**src/rtl/assert_macros.svh**
```systemverilog
// ----------------------------------------------------------------------------
// Assertion macros
// Shared concurrent assertion forms for the glob matcher.
// ----------------------------------------------------------------------------
`ifndef ASSERT_MACROS_SVH
`define ASSERT_MACROS_SVH

// Same-cycle implication, disabled while reset is asserted.
`define ASSERT_IMPL(lbl, ck, rn, ante, cons) \
  lbl: assert property (@(posedge ck) disable iff (!rn) (ante) |-> (cons)) \
    else $error("same-cycle implication failed");

// Next-cycle implication, disabled while reset is asserted.
`define ASSERT_NEXT(lbl, ck, rn, ante, cons) \
  lbl: assert property (@(posedge ck) disable iff (!rn) (ante) |=> (cons)) \
    else $error("next-cycle implication failed");

// Invariant that holds at every edge out of reset.
`define ASSERT_ALWAYS(lbl, ck, rn, cons) \
  lbl: assert property (@(posedge ck) disable iff (!rn) (cons)) \
    else $error("invariant failed");

`endif

```
**src/rtl/wgm_pkg.sv**
```systemverilog
// ----------------------------------------------------------------------------
// Glob matcher package
// Register indexes, character codes and the case folding function.
// ----------------------------------------------------------------------------
package wgm_pkg;

  localparam int CFG_DATA_W = 64;
  localparam int CFG_IDX_W  = 3;
  localparam int REG_BYTES  = 32;
  localparam int LEN_W      = 6;

  localparam logic [CFG_IDX_W-1:0] REG_PATTERN_WORD_0 = 3'd0;
  localparam logic [CFG_IDX_W-1:0] REG_PATTERN_WORD_1 = 3'd1;
  localparam logic [CFG_IDX_W-1:0] REG_PATTERN_WORD_2 = 3'd2;
  localparam logic [CFG_IDX_W-1:0] REG_PATTERN_WORD_3 = 3'd3;
  localparam logic [CFG_IDX_W-1:0] REG_PATTERN_LENGTH = 3'd4;
  localparam logic [CFG_IDX_W-1:0] REG_CASE_SENSITIVE = 3'd5;

  localparam logic [7:0] STAR_CHAR   = 8'h2A;
  localparam logic [7:0] QMARK_CHAR  = 8'h3F;
  localparam logic [7:0] UPPER_A     = 8'h41;
  localparam logic [7:0] UPPER_Z     = 8'h5A;
  localparam logic [7:0] CASE_OFFSET = 8'h20;

  // Folds ASCII upper case to lower case unless matching is case sensitive.
  function automatic logic [7:0] fold_byte(input logic [7:0] c, input logic case_sens);
    if (!case_sens && (c >= UPPER_A) && (c <= UPPER_Z)) begin
      return c + CASE_OFFSET;
    end
    return c;
  endfunction

endpackage

```
**src/rtl/wgm_in_if.sv**
```systemverilog
// ----------------------------------------------------------------------------
// Glob matcher input channel
// Valid/ready channel carrying one name byte and its end marker.
// ----------------------------------------------------------------------------
interface wgm_in_if;
  logic       valid;
  logic       ready;
  logic [7:0] text_byte;
  logic       last_byte;

  modport source (output valid, output text_byte, output last_byte, input ready);
  modport sink   (input valid, input text_byte, input last_byte, output ready);
endinterface

```
**src/rtl/wgm_out_if.sv**
```systemverilog
// ----------------------------------------------------------------------------
// Glob matcher result channel
// Valid/ready channel carrying one match flag per name.
// ----------------------------------------------------------------------------
interface wgm_out_if;
  logic valid;
  logic ready;
  logic matched;

  modport source (output valid, output matched, input ready);
  modport sink   (input valid, input matched, output ready);
endinterface

```
**src/rtl/wgm_star_close.sv**
```systemverilog
// ----------------------------------------------------------------------------
// Star closure
// Extends a set of pattern positions across runs of star bytes, using a
// parallel prefix network so the depth grows with the log of the width.
// ----------------------------------------------------------------------------
module wgm_star_close #(
  parameter int WIDTH = 33
) (
  input  logic [WIDTH-1:0] set_in,
  input  logic [WIDTH-2:0] star_in,
  output logic [WIDTH-1:0] set_out
);

  localparam int LEVELS = $clog2(WIDTH);

  // g: reached, p: whole span below is stars, so reach passes through.
  logic [WIDTH-1:0] g [LEVELS+1];
  logic [WIDTH-1:0] p [LEVELS+1];

  always_comb begin
    g[0] = set_in;
    p[0] = {star_in, 1'b0};
    for (int l = 0; l < LEVELS; l++) begin
      for (int i = 0; i < WIDTH; i++) begin
        if (i >= (1 << l)) begin
          g[l+1][i] = g[l][i] | (p[l][i] & g[l][i-(1 << l)]);
          p[l+1][i] = p[l][i] & p[l][i-(1 << l)];
        end else begin
          g[l+1][i] = g[l][i];
          p[l+1][i] = p[l][i];
        end
      end
    end
  end

  assign set_out = g[LEVELS];

endmodule

```
**src/rtl/wildcard_glob_match_top.sv**
```systemverilog
// ----------------------------------------------------------------------------
// Wildcard glob matcher
// Matches names streamed byte by byte against a star/question-mark pattern.
// ----------------------------------------------------------------------------
// Usage: load the pattern words, the pattern length and the case flag through
// the cfg_ write port while no name is in flight. Then stream each name on
// in_ch, one byte per word, with last_byte set on its final byte. Every name
// holds at least one byte.
// One word on out_ch follows each name: matched is 1 when the whole name
// matches the whole pattern. Bytes without last_byte give no result.
// An accepted byte is registered in the input register, and the set of
// reachable pattern positions is updated when it leaves that register, where
// the result of a final byte is also loaded into the output register.
// Throughput: one byte per cycle, set by the combinational position update
// (two star closures around one lane compare per pattern position).
// When out_ch stalls, non-final bytes keep flowing; a final byte waits in the
// input register until the held result is taken, and in_ch drops ready.
// Reset clears config and valid registers; only position zero is reachable.
// ----------------------------------------------------------------------------
`include "assert_macros.svh"

module wildcard_glob_match_top #(
  parameter int PATTERN_MAX = 32
) (
  input  logic                               clk,
  input  logic                               rst_n,
  wgm_in_if.sink                             in_ch,
  wgm_out_if.source                          out_ch,
  input  logic                               cfg_we,
  input  logic [wgm_pkg::CFG_IDX_W-1:0]      cfg_index,
  input  logic [wgm_pkg::CFG_DATA_W-1:0]     cfg_data
);

  localparam int WIDTH    = PATTERN_MAX + 1;
  localparam int CAP      = (PATTERN_MAX < wgm_pkg::REG_BYTES) ? PATTERN_MAX
                                                                 : wgm_pkg::REG_BYTES;
  localparam int PB       = (PATTERN_MAX > wgm_pkg::REG_BYTES) ? PATTERN_MAX
                                                                 : wgm_pkg::REG_BYTES;
  localparam int PAT_BITS = PB * 8;
  localparam logic [WIDTH-1:0] START_SET = WIDTH'(1);

  // Configuration registers.
  logic [wgm_pkg::CFG_DATA_W-1:0] pattern_word_r [4];
  logic [wgm_pkg::LEN_W-1:0]      pattern_length_r;
  logic                           case_sensitive_r;

  always_ff @(posedge clk) begin
    if (!rst_n) begin
      for (int k = 0; k < 4; k++) begin
        pattern_word_r[k] <= '0;
      end
      pattern_length_r <= '0;
      case_sensitive_r <= 1'b0;
    end else if (cfg_we) begin
      unique case (cfg_index) inside
        wgm_pkg::REG_PATTERN_WORD_0, wgm_pkg::REG_PATTERN_WORD_1,
        wgm_pkg::REG_PATTERN_WORD_2, wgm_pkg::REG_PATTERN_WORD_3: begin
          pattern_word_r[cfg_index[1:0]] <= cfg_data;
        end
        wgm_pkg::REG_PATTERN_LENGTH: begin
          pattern_length_r <= cfg_data[wgm_pkg::LEN_W-1:0];
        end
        wgm_pkg::REG_CASE_SENSITIVE: begin
          case_sensitive_r <= cfg_data[0];
        end
        default: begin
        end
      endcase
    end
  end

  // Input register and handshake.
  logic       s1_valid_r;
  logic [7:0] s1_byte_r;
  logic       s1_last_r;
  logic       s1_adv;
  logic       in_acc;
  logic       out_valid_r;
  logic       out_matched_r;

  // Only a final byte needs room in the output register.
  assign s1_adv      = s1_valid_r && (!s1_last_r || !out_valid_r || out_ch.ready);
  assign in_ch.ready = !s1_valid_r || s1_adv;
  assign in_acc      = in_ch.valid && in_ch.ready;

  always_ff @(posedge clk) begin
    if (!rst_n) begin
      s1_valid_r <= 1'b0;
    end else if (in_acc) begin
      s1_valid_r <= 1'b1;
    end else if (s1_adv) begin
      s1_valid_r <= 1'b0;
    end
  end

  always_ff @(posedge clk) begin
    if (in_acc) begin
      s1_byte_r <= in_ch.text_byte;
      s1_last_r <= in_ch.last_byte;
    end
  end

  // Pattern lanes.
  logic [PAT_BITS-1:0]       pat_ext;
  logic [7:0]                pb [PATTERN_MAX];
  logic [wgm_pkg::LEN_W-1:0] len_act;
  logic [PATTERN_MAX-1:0]    lane_on;
  logic [PATTERN_MAX-1:0]    star_m;
  logic [7:0]                c_fold;

  assign pat_ext = PAT_BITS'({pattern_word_r[3], pattern_word_r[2],
                              pattern_word_r[1], pattern_word_r[0]});
  assign len_act = (pattern_length_r > wgm_pkg::LEN_W'(CAP)) ? wgm_pkg::LEN_W'(CAP)
                                                             : pattern_length_r;
  assign c_fold  = wgm_pkg::fold_byte(s1_byte_r, case_sensitive_r);

  always_comb begin
    for (int j = 0; j < PATTERN_MAX; j++) begin
      pb[j]      = pat_ext[8*j +: 8];
      lane_on[j] = len_act > wgm_pkg::LEN_W'(j);
      star_m[j]  = lane_on[j] && (pb[j] == wgm_pkg::STAR_CHAR);
    end
  end

  // Position set update: close, step one byte, close again.
  logic [WIDTH-1:0] reach_r;
  logic [WIDTH-1:0] pre_set;
  logic [WIDTH-1:0] step_set;
  logic [WIDTH-1:0] reach_nxt;
  logic             matched_nxt;

  wgm_star_close #(.WIDTH(WIDTH)) u_close_pre (
    .set_in  (reach_r),
    .star_in (star_m),
    .set_out (pre_set)
  );

  always_comb begin
    step_set = '0;
    for (int j = 0; j < PATTERN_MAX; j++) begin
      if (pre_set[j] && lane_on[j]) begin
        if (pb[j] == wgm_pkg::STAR_CHAR) begin
          step_set[j] = 1'b1;
        end else if ((pb[j] == wgm_pkg::QMARK_CHAR) ||
                     (wgm_pkg::fold_byte(pb[j], case_sensitive_r) == c_fold)) begin
          step_set[j+1] = 1'b1;
        end
      end
    end
  end

  wgm_star_close #(.WIDTH(WIDTH)) u_close_post (
    .set_in  (step_set),
    .star_in (star_m),
    .set_out (reach_nxt)
  );

  always_comb begin
    matched_nxt = 1'b0;
    for (int j = 0; j < WIDTH; j++) begin
      if ({1'b0, len_act} == 7'(j)) begin
        matched_nxt = reach_nxt[j];
      end
    end
  end

  always_ff @(posedge clk) begin
    if (!rst_n) begin
      reach_r <= START_SET;
    end else if (s1_adv) begin
      reach_r <= s1_last_r ? START_SET : reach_nxt;
    end
  end

  // Output register.
  logic out_load;

  assign out_load = s1_adv && s1_last_r;

  always_ff @(posedge clk) begin
    if (!rst_n) begin
      out_valid_r <= 1'b0;
    end else if (out_load) begin
      out_valid_r <= 1'b1;
    end else if (out_ch.ready) begin
      out_valid_r <= 1'b0;
    end
  end

  always_ff @(posedge clk) begin
    if (out_load) begin
      out_matched_r <= matched_nxt;
    end
  end

  assign out_ch.valid   = out_valid_r;
  assign out_ch.matched = out_matched_r;

  // Checks.
  `ASSERT_NEXT(a_final_loads_out, clk, rst_n, out_load, out_valid_r)
  `ASSERT_NEXT(a_final_restarts, clk, rst_n, out_load, reach_r == START_SET)
  `ASSERT_IMPL(a_stall_cause, clk, rst_n, !in_ch.ready,
               s1_valid_r && s1_last_r && out_valid_r && !out_ch.ready)
  `ASSERT_ALWAYS(a_no_dead_bits, clk, rst_n, (reach_r >> (CAP + 1)) == '0)

endmodule
```
**src/flat_wrapper.sv**
```systemverilog
// flat-port wrapper written by rule: the top's interface ports become plain ports
module wildcard_glob_match_top_flat 
#(
  parameter int PATTERN_MAX = 32
)
  (clk, rst_n, cfg_we, cfg_index, cfg_data, in_ch_valid, in_ch_text_byte, in_ch_last_byte, in_ch_ready, out_ch_valid, out_ch_matched, out_ch_ready);
  wgm_in_if in_ch_i ();
  wgm_out_if out_ch_i ();
  input  logic clk;
  input  logic rst_n;
  input  logic cfg_we;
  input  logic [wgm_pkg::CFG_IDX_W-1:0] cfg_index;
  input  logic [wgm_pkg::CFG_DATA_W-1:0] cfg_data;
  input wire logic [$bits(in_ch_i.valid)-1:0] in_ch_valid;
  input wire logic [$bits(in_ch_i.text_byte)-1:0] in_ch_text_byte;
  input wire logic [$bits(in_ch_i.last_byte)-1:0] in_ch_last_byte;
  output wire logic [$bits(in_ch_i.ready)-1:0] in_ch_ready;
  output wire logic [$bits(out_ch_i.valid)-1:0] out_ch_valid;
  output wire logic [$bits(out_ch_i.matched)-1:0] out_ch_matched;
  input wire logic [$bits(out_ch_i.ready)-1:0] out_ch_ready;
  assign in_ch_i.valid = in_ch_valid;
  assign in_ch_i.text_byte = in_ch_text_byte;
  assign in_ch_i.last_byte = in_ch_last_byte;
  assign in_ch_ready = in_ch_i.ready;
  assign out_ch_valid = out_ch_i.valid;
  assign out_ch_matched = out_ch_i.matched;
  assign out_ch_i.ready = out_ch_ready;
  wildcard_glob_match_top #(.PATTERN_MAX(PATTERN_MAX)) u_core (.clk(clk), .rst_n(rst_n), .in_ch(in_ch_i), .out_ch(out_ch_i), .cfg_we(cfg_we), .cfg_index(cfg_index), .cfg_data(cfg_data));
endmodule
```
**config.mk**
```make
export PLATFORM = sky130hd
export DESIGN_NAME = wildcard_glob_match_top_flat
export DESIGN_NICKNAME = d
export VERILOG_FILES = /design/src/rtl/wgm_pkg.sv /design/src/rtl/wgm_in_if.sv /design/src/rtl/wgm_out_if.sv /design/src/rtl/wgm_star_close.sv /design/src/rtl/wildcard_glob_match_top.sv /design/src/flat_wrapper.sv
export VERILOG_INCLUDE_DIRS = /design/src /design/src/rtl
export SDC_FILE = /design/constraint.sdc
export NUM_CORES = 1
export LEC_CHECK = 0
export BUFFER_PORTS_ARGS = -buffer_cell sky130_fd_sc_hd__buf_2
export CAP_MARGIN = 15
export CORE_MARGIN = 4
export CORE_UTILIZATION = 55
export CTS_CLUSTER_DIAMETER = 200
export CTS_CLUSTER_SIZE = 12
export DETAILED_ROUTE_END_ITERATION = 8
export HOLD_SLACK_MARGIN = 0.03
export PLACE_DENSITY = 0.72
export SYNTH_ARGS = -nofsm -noshare
export SYNTH_HDL_FRONTEND = slang
export SYNTH_SLANG_ARGS = --single-unit
```
**constraint.sdc**
```tcl
create_clock -name clk -period 15.1 [get_ports clk]
set_clock_uncertainty 0.05 [all_clocks]
set_input_delay 3.02 -clock clk [delete_from_list [all_inputs] [get_ports clk]]
set_output_delay 3.02 -clock clk [all_outputs]
set_load 0.03 [all_outputs]
```
After elaboration in Yosys (flattened, before gate mapping)
Memory sizes are Yosys's and may differ from the RTL's.
Index checks and enable logic that the tools add are counted.
{ "word_totals": {"latchBits": 0, "elab_cells": 1487, "rom_bits": 0, "ramBits": 256, "register_bits": 51, "mem_count": 1, "in_bits": 81} }
{ "mem_list": {"columns": ["name", "depth", "width", "read_ports", "rd_ports_with_merged_regs", "wr", "line", "source"], "rows": [
  ["u_core.pattern_word_r", 4, 64, 4, 0, 4, "wildcard_glob_match_top.sv:43", "logic [wgm_pkg::CFG_DATA_W-1:0] pattern_word_r [4];"]
]} }
{ "classes": {"bitwise": 631, "multipliers": 0, "n_reduce_logical": 180, "add_sub_neg": 33, "n_shift": 0, "muxes": 402, "n_eq_ne": 133, "div": 0, "magnitude_cmp": 99} }
{ "op_table": {"columns": ["op", "count"], "rows": [
  ["2-to-1 mux 8 bit", 130],
  ["== test 8 x 6 -> 1 bit, second input constant", 64],
  ["bitwise AND 1 bit", 367],
  ["adder 8 x 6 -> 8 bit, second input constant", 33],
  [">= comparator 8 x 7 -> 1 bit, second input constant", 33],
  ["<= comparator 8 x 7 -> 1 bit, second input constant", 33],
  ["bitwise OR 1 bit", 264],
  ["== test 8 bit", 32],
  ["2-to-1 mux 1 bit", 236],
  ["logical AND 1 bit", 133],
  ["== test 6 x 5 -> 1 bit, second input constant", 16],
  ["> comparator 6 x 5 -> 1 bit, second input constant", 16],
  ["2-to-1 mux 2 bit", 33],
  ["2-to-1 mux 64 bit", 1],
  ["OR reduction 64 bit", 1],
  ["== test 6 x 4 -> 1 bit, second input constant", 8],
  ["> comparator 6 x 4 -> 1 bit, second input constant", 8],
  ["logical OR 1 bit", 35],
  ["2-to-1 mux 32 bit", 1],
  ["== test 6 x 3 -> 1 bit, second input constant", 4],
  ["> comparator 6 x 3 -> 1 bit, second input constant", 4],
  ["== test 6 x 2 -> 1 bit, second input constant", 2],
  ["> comparator 6 x 1 -> 1 bit, second input constant", 2],
  ["> comparator 6 x 2 -> 1 bit, second input constant", 2],
  ["13 further kinds", 20]
]} }

Depth between registers and ports, before layout
An unclocked memory read counts as a cell.
{ "depth": {"word_depth": 85, "depth_mapped": 21, "depth_no_buf": 18} }

Modules after synthesis
From an unflattened synthesis, not the netlist that was laid out.
{ "hier_totals": {"cells_unflattened": 2276, "area_unflattened_um2": 20530.9} }
{ "by_module_without_submodules": {"columns": ["module", "seq_area_each_um2", "n_inst", "area_each_um2", "cells_each"], "rows": [
  ["wildcard_glob_match_top", 8828.5, 1, 18824.3, 2000],
  ["wgm_star_close", 0.0, 2, 853.3, 138]
]} }

Worst setup path after synthesis
Ideal clock, no wire load.
{ "synth_path": {"path_type": "input-to-reg", "startpoint": "input cfg_index[1] in the netlist's numbering", "endpoint": "memory u_core.pattern_word_r[0][0] in the netlist's numbering (enable)", "n_path_buf": 1, "cell_stages": 3, "setup_ps": 574, "path_slack_ps": 6435, "t_arrival_ps": 8041, "cell_sequence": "or2_2 -> clkbuf_1 -> o21ai_0"} }
{ "synth_rtl": {"columns": ["element", "line", "source"], "rows": [
  ["start, declared", "flat_wrapper.sv:12", "input logic [wgm_pkg::CFG_IDX_W-1:0] cfg_index;"],
  ["end, declared", "wildcard_glob_match_top.sv:43", null]
]} }

Worst setup path after layout
{ "layout_path": {"startpoint": "input out_ch_ready", "endpoint": "output in_ch_ready"} }
{ "layout_via": {"elab_chain_len": 3} }
{ "layout_rtl": {"columns": ["element", "line", "source"], "rows": [
  ["start, declared", "flat_wrapper.sv:20", "input wire logic [$bits(out_ch_i.ready)-1:0] out_ch_ready;"],
  ["logical OR 1 bit", "wildcard_glob_match_top.sv:82", "assign s1_adv = s1_valid_r && (!s1_last_r || !out_valid_r || out_ch.ready);"],
  ["logical AND 1 bit", "wildcard_glob_match_top.sv:82", null],
  ["logical OR 1 bit", "wildcard_glob_match_top.sv:83", "assign in_ch.ready = !s1_valid_r || s1_adv;"],
  ["end, declared", "flat_wrapper.sv:17", "output wire logic [$bits(in_ch_i.ready)-1:0] in_ch_ready;"]
]} }
Every way passes these cells.

==> results.md <==
- Maximum number of pins on one net before global-route repair: 67
- WP data arrival: 3670 ps
- DP Area: 21800 µm²
- Worst-path fanout max: 4
- Clock transition at the register clock pins on the worst setup and hold paths after CTS: 70 ps
- Hold Crit Start: u_core.pattern_length_r[3]
- FF-to-FF setup slack: 8870 ps
- Number of instances in the synthesized netlist: 2312
- Critical path endpoint category: output port
- Final Max Tran Viols: 0
- Clk sinks: 307
- Sequential share of the synthesized area: 42.3%
- CTS H-Tree Depth: 1
- Total overflow reported by the global router: 0
- Post-route fraction of the period consumed by the critical path: 44.7%
- Final worst path period need: 6740 ps
- Met2 Resource Use GR: 52.7%
- Initial cell density of the core: 55.6%
- Global routing's busiest layer: met2
- Tot GR Track Use: 33.3%
- Die H: 203 µm
- Core region area: 37500 µm²
- Top FF cell, synth: sky130_fd_sc_hd__edfxtp_1
- Relative slew margins: 26.7%
- Setup repair after global routing missed its margin: no
- Worst-skew pair later-pin latency: 590 ps
- Critical register-to-register path endpoint: u_core.out_ch.matched
- Async SR Flop Fraction: 0%
- Routed length per placed instance: 24.3 µm
- Vias per cell: 6.55
- Count of yosys warnings during synthesis: 0
- Data required time of the critical path: 12030 ps
- Pre-antenna DRT Iters: 8
- Worst Hold Class: reg2reg
- Global-route wire length before repair: 106000 µm
- Via count of the first global-routing pass: 17911
- Post-layout net count: 2476
- Most area-hungry cell type in the Yosys netlist: sky130_fd_sc_hd__edfxtp_1
- Final cell count without fillers: 2896
- Peak supply drop: 0.102 mV
- EDFF count, synth: 266
- # IOs: 84
- Detailed-placement wirelength estimate: 50500 µm
- Hold depth: 2
- Worst Hold Endpoint: u_core.pattern_length_r[3]
- Number of nets with antenna violations after detailed routing: 0
- Resized cells post-CTS: 0
- WS Path Type: in2out
- Routability cong.: 1.07
- Sum of negative setup slack: 0 ps
- Crit Reg-Reg Startpoint: u_core.s1_byte_r[1]
- Element type at the critical path start: primary input
- Met3 usage: 5.06%
- Detailed Route Iter0 Violations: 2386
- Global routing usage on met1: 47.2%
- Layout area overhead: 8.37%
- Final Cell Area: 22600 µm²
- Hold buffer count at cts: 0
- Layout cells sized above 1: 8.97%
- Clock root buffer master: sky130_fd_sc_hd__clkbuf_16
- Final setup fails: 0
- Die outline width: 203 µm
- Slew at the pin closest to its max-slew limit: 1090 ps
- Static Leak: 8.34 nW
- Area fraction of the dominant cell type after synthesis: 38.3%
- Rows: 71
- Seq cells post-synth: 307
- Post-CTS setup-driven buffer insertion count: 0
- Number of diodes added for antenna fixing: 0
- Maximum frequency from static timing analysis: 0.148 GHz
- Fillers: 3328
- Power density over cell area: 89.1 nW/µm²
- Synthesized Nets: 2426
- Status: finished clean
- Average instance area after synthesis: 9.01 µm²
- Number of buffers added on ports: 83
- Hold violation total from the final report: 0
- Total standard cell area after synthesis: 20800 µm²
- Depth of the worst register-to-register path: 19
- Main area contributors after synthesis: sky130_fd_sc_hd__edfxtp_1 (38%), sky130_fd_sc_hd__nor2_1 (6.8%), sky130_fd_sc_hd__xor2_1 (5.4%)
- Netlist cell types: 101
- Maximum buffer depth of the clock tree: 3
- Residual DRC count: 0
- Antenna violations before repair: 2
- Max-cap violations: 0
- Total Wirelength: 70500 µm
- TritonCTS clock tree: yes
- Worst hold-check slack: 454 ps
- Post-placement cell count: 2842
- Num CTS Buffers: 29
- Die Area: 41100 µm²
- Vias: 18972
[flip-flops by register name, indices dropped and copies added (netlist names)]
| register | cells |
|---|---|
| u_core.s1_valid_r | 1 |
| u_core.out_ch.matched | 1 |
| u_core.case_sensitive_r | 1 |
| u_core.s1_byte_r | 8 |
| u_core.out_ch.valid | 1 |
| u_core.pattern_word_r | 256 |
| u_core.s1_last_r | 1 |
| u_core.pattern_length_r | 6 |
| u_core.reach_r | 32 |
[power by group]
group	switching, W	internal, W	leakage (nW)	total, W
combinational	0.000169	0.000104	5.04	0.000274
clock	0.000333	0.000361	0.394	0.000695
sequential	0.0000661	0.000977	2.90	0.00104
[worst max-delay path, cell delays in order]
cell	delay [ps]
sky130_fd_sc_hd__buf_2	100
sky130_fd_sc_hd__nor2b_1	210
sky130_fd_sc_hd__nand3_1	130
sky130_fd_sc_hd__buf_2	220
[routing by layer]
layer,wire length [µm],part of all wire (%)
met5,14,0.020
met4,2750,3.9
met3,7250,10
met2,31800,45
met1,28600,41
[layout make-up]
cell class / instances / area [µm²] / area share (%)
inverter: 135 / 507 / 2.24
sequential: 307 / 8810 / 39.0
clock buffer: 52 / 812 / 3.60
timing repair buffer: 114 / 661 / 2.93
clock inverter: 2 / 15.0 / 0.0665
tap: 511 / 639 / 2.83
multi-input combinational: 1775 / 11100 / 49.3
[cells by family (layout without fill, tap and decap cells)]
| group | after synthesis | count (layout) | share of synthesized area (%) |
|---|---|---|---|
| and+or+nand+nor | 980 | 980 | 23.2 |
| AOI/OAI and AO/OA | 504 | 504 | 17.1 |
| adders and majority gates | 33 | 33 | 1.98 |
| buffers and inverters | 230 | 303 | 4.55 |
| xor gates and xnor gates | 250 | 250 | 10.5 |
| DFF | 307 | 307 | 42.3 |
| muxes | 8 | 8 | 0.384 |
[how the worst max path moves through the flow]
stage,start,endpoint,slack [ps],cells past startpoint
after global placement,out_ch_ready,in_ch_ready,8360,4
after detailed placement,out_ch_ready,in_ch_ready,8360,4
after floorplan,cfg_index[1],u_core.pattern_word_r[0][0],6430,3
after global routing,out_ch_ready,in_ch_ready,8290,4
final,out_ch_ready,in_ch_ready,8360,4
after CTS,out_ch_ready,in_ch_ready,8350,4
[cells in the mapped netlist, types with 9 or more instances]
library cell,number
sky130_fd_sc_hd__a41oi_1,19
sky130_fd_sc_hd__nand4_1,46
sky130_fd_sc_hd__a21oi_1,108
sky130_fd_sc_hd__o21a_1,14
sky130_fd_sc_hd__a211oi_1,14
sky130_fd_sc_hd__nor3_1,101
sky130_fd_sc_hd__a22oi_1,21
sky130_fd_sc_hd__a31oi_1,58
sky130_fd_sc_hd__o21ai_1,11
sky130_fd_sc_hd__nor4b_1,11
sky130_fd_sc_hd__dfxtp_1,41
sky130_fd_sc_hd__xor2_1,128
sky130_fd_sc_hd__o21ai_0,63
sky130_fd_sc_hd__nand2b_1,13
sky130_fd_sc_hd__clkbuf_1,48
sky130_fd_sc_hd__a211o_1,9
sky130_fd_sc_hd__o31ai_1,13
sky130_fd_sc_hd__nor3b_1,14
sky130_fd_sc_hd__nor2_1,376
sky130_fd_sc_hd__and2_1,18
sky130_fd_sc_hd__edfxtp_1,266
sky130_fd_sc_hd__or3_1,20
sky130_fd_sc_hd__a21o_1,38
sky130_fd_sc_hd__or4_1,9
sky130_fd_sc_hd__o211ai_1,12
sky130_fd_sc_hd__nand3_1,78
sky130_fd_sc_hd__nor4bb_1,9
sky130_fd_sc_hd__nor4_1,21
sky130_fd_sc_hd__and4_1,9
sky130_fd_sc_hd__inv_1,135
sky130_fd_sc_hd__buf_4,11
sky130_fd_sc_hd__xnor2_1,122
sky130_fd_sc_hd__buf_2,29
sky130_fd_sc_hd__nand2_1,173
sky130_fd_sc_hd__and3_1,23
sky130_fd_sc_hd__ha_1,33
[cell usage in the layout (no fill, tap or decap), types with 46 or more instances in the layout]
master and instances:
sky130_fd_sc_hd__a21oi_1 108, sky130_fd_sc_hd__a31oi_1 58, sky130_fd_sc_hd__buf_2 83, sky130_fd_sc_hd__edfxtp_1 266
sky130_fd_sc_hd__inv_1 135, sky130_fd_sc_hd__nand2_1 173, sky130_fd_sc_hd__nand3_1 78, sky130_fd_sc_hd__nand4_1 46
sky130_fd_sc_hd__nor2_1 375, sky130_fd_sc_hd__nor3_1 101, sky130_fd_sc_hd__o21ai_0 59, sky130_fd_sc_hd__xnor2_1 122
sky130_fd_sc_hd__xor2_1 128
[metrics by stage]
stage                     utilization [%]  setup WS [ps]  power (W)
after floorplan                         -           6430    0.00124
after global placement               58.0           8360    0.00131
after detailed placement             58.0           8360    0.00133
after CTS                            60.2           8350    0.00201
after global routing                 60.2           8290    0.00208
final                                60.2           8360    0.00201
Power figures use the tool's default switching activity.
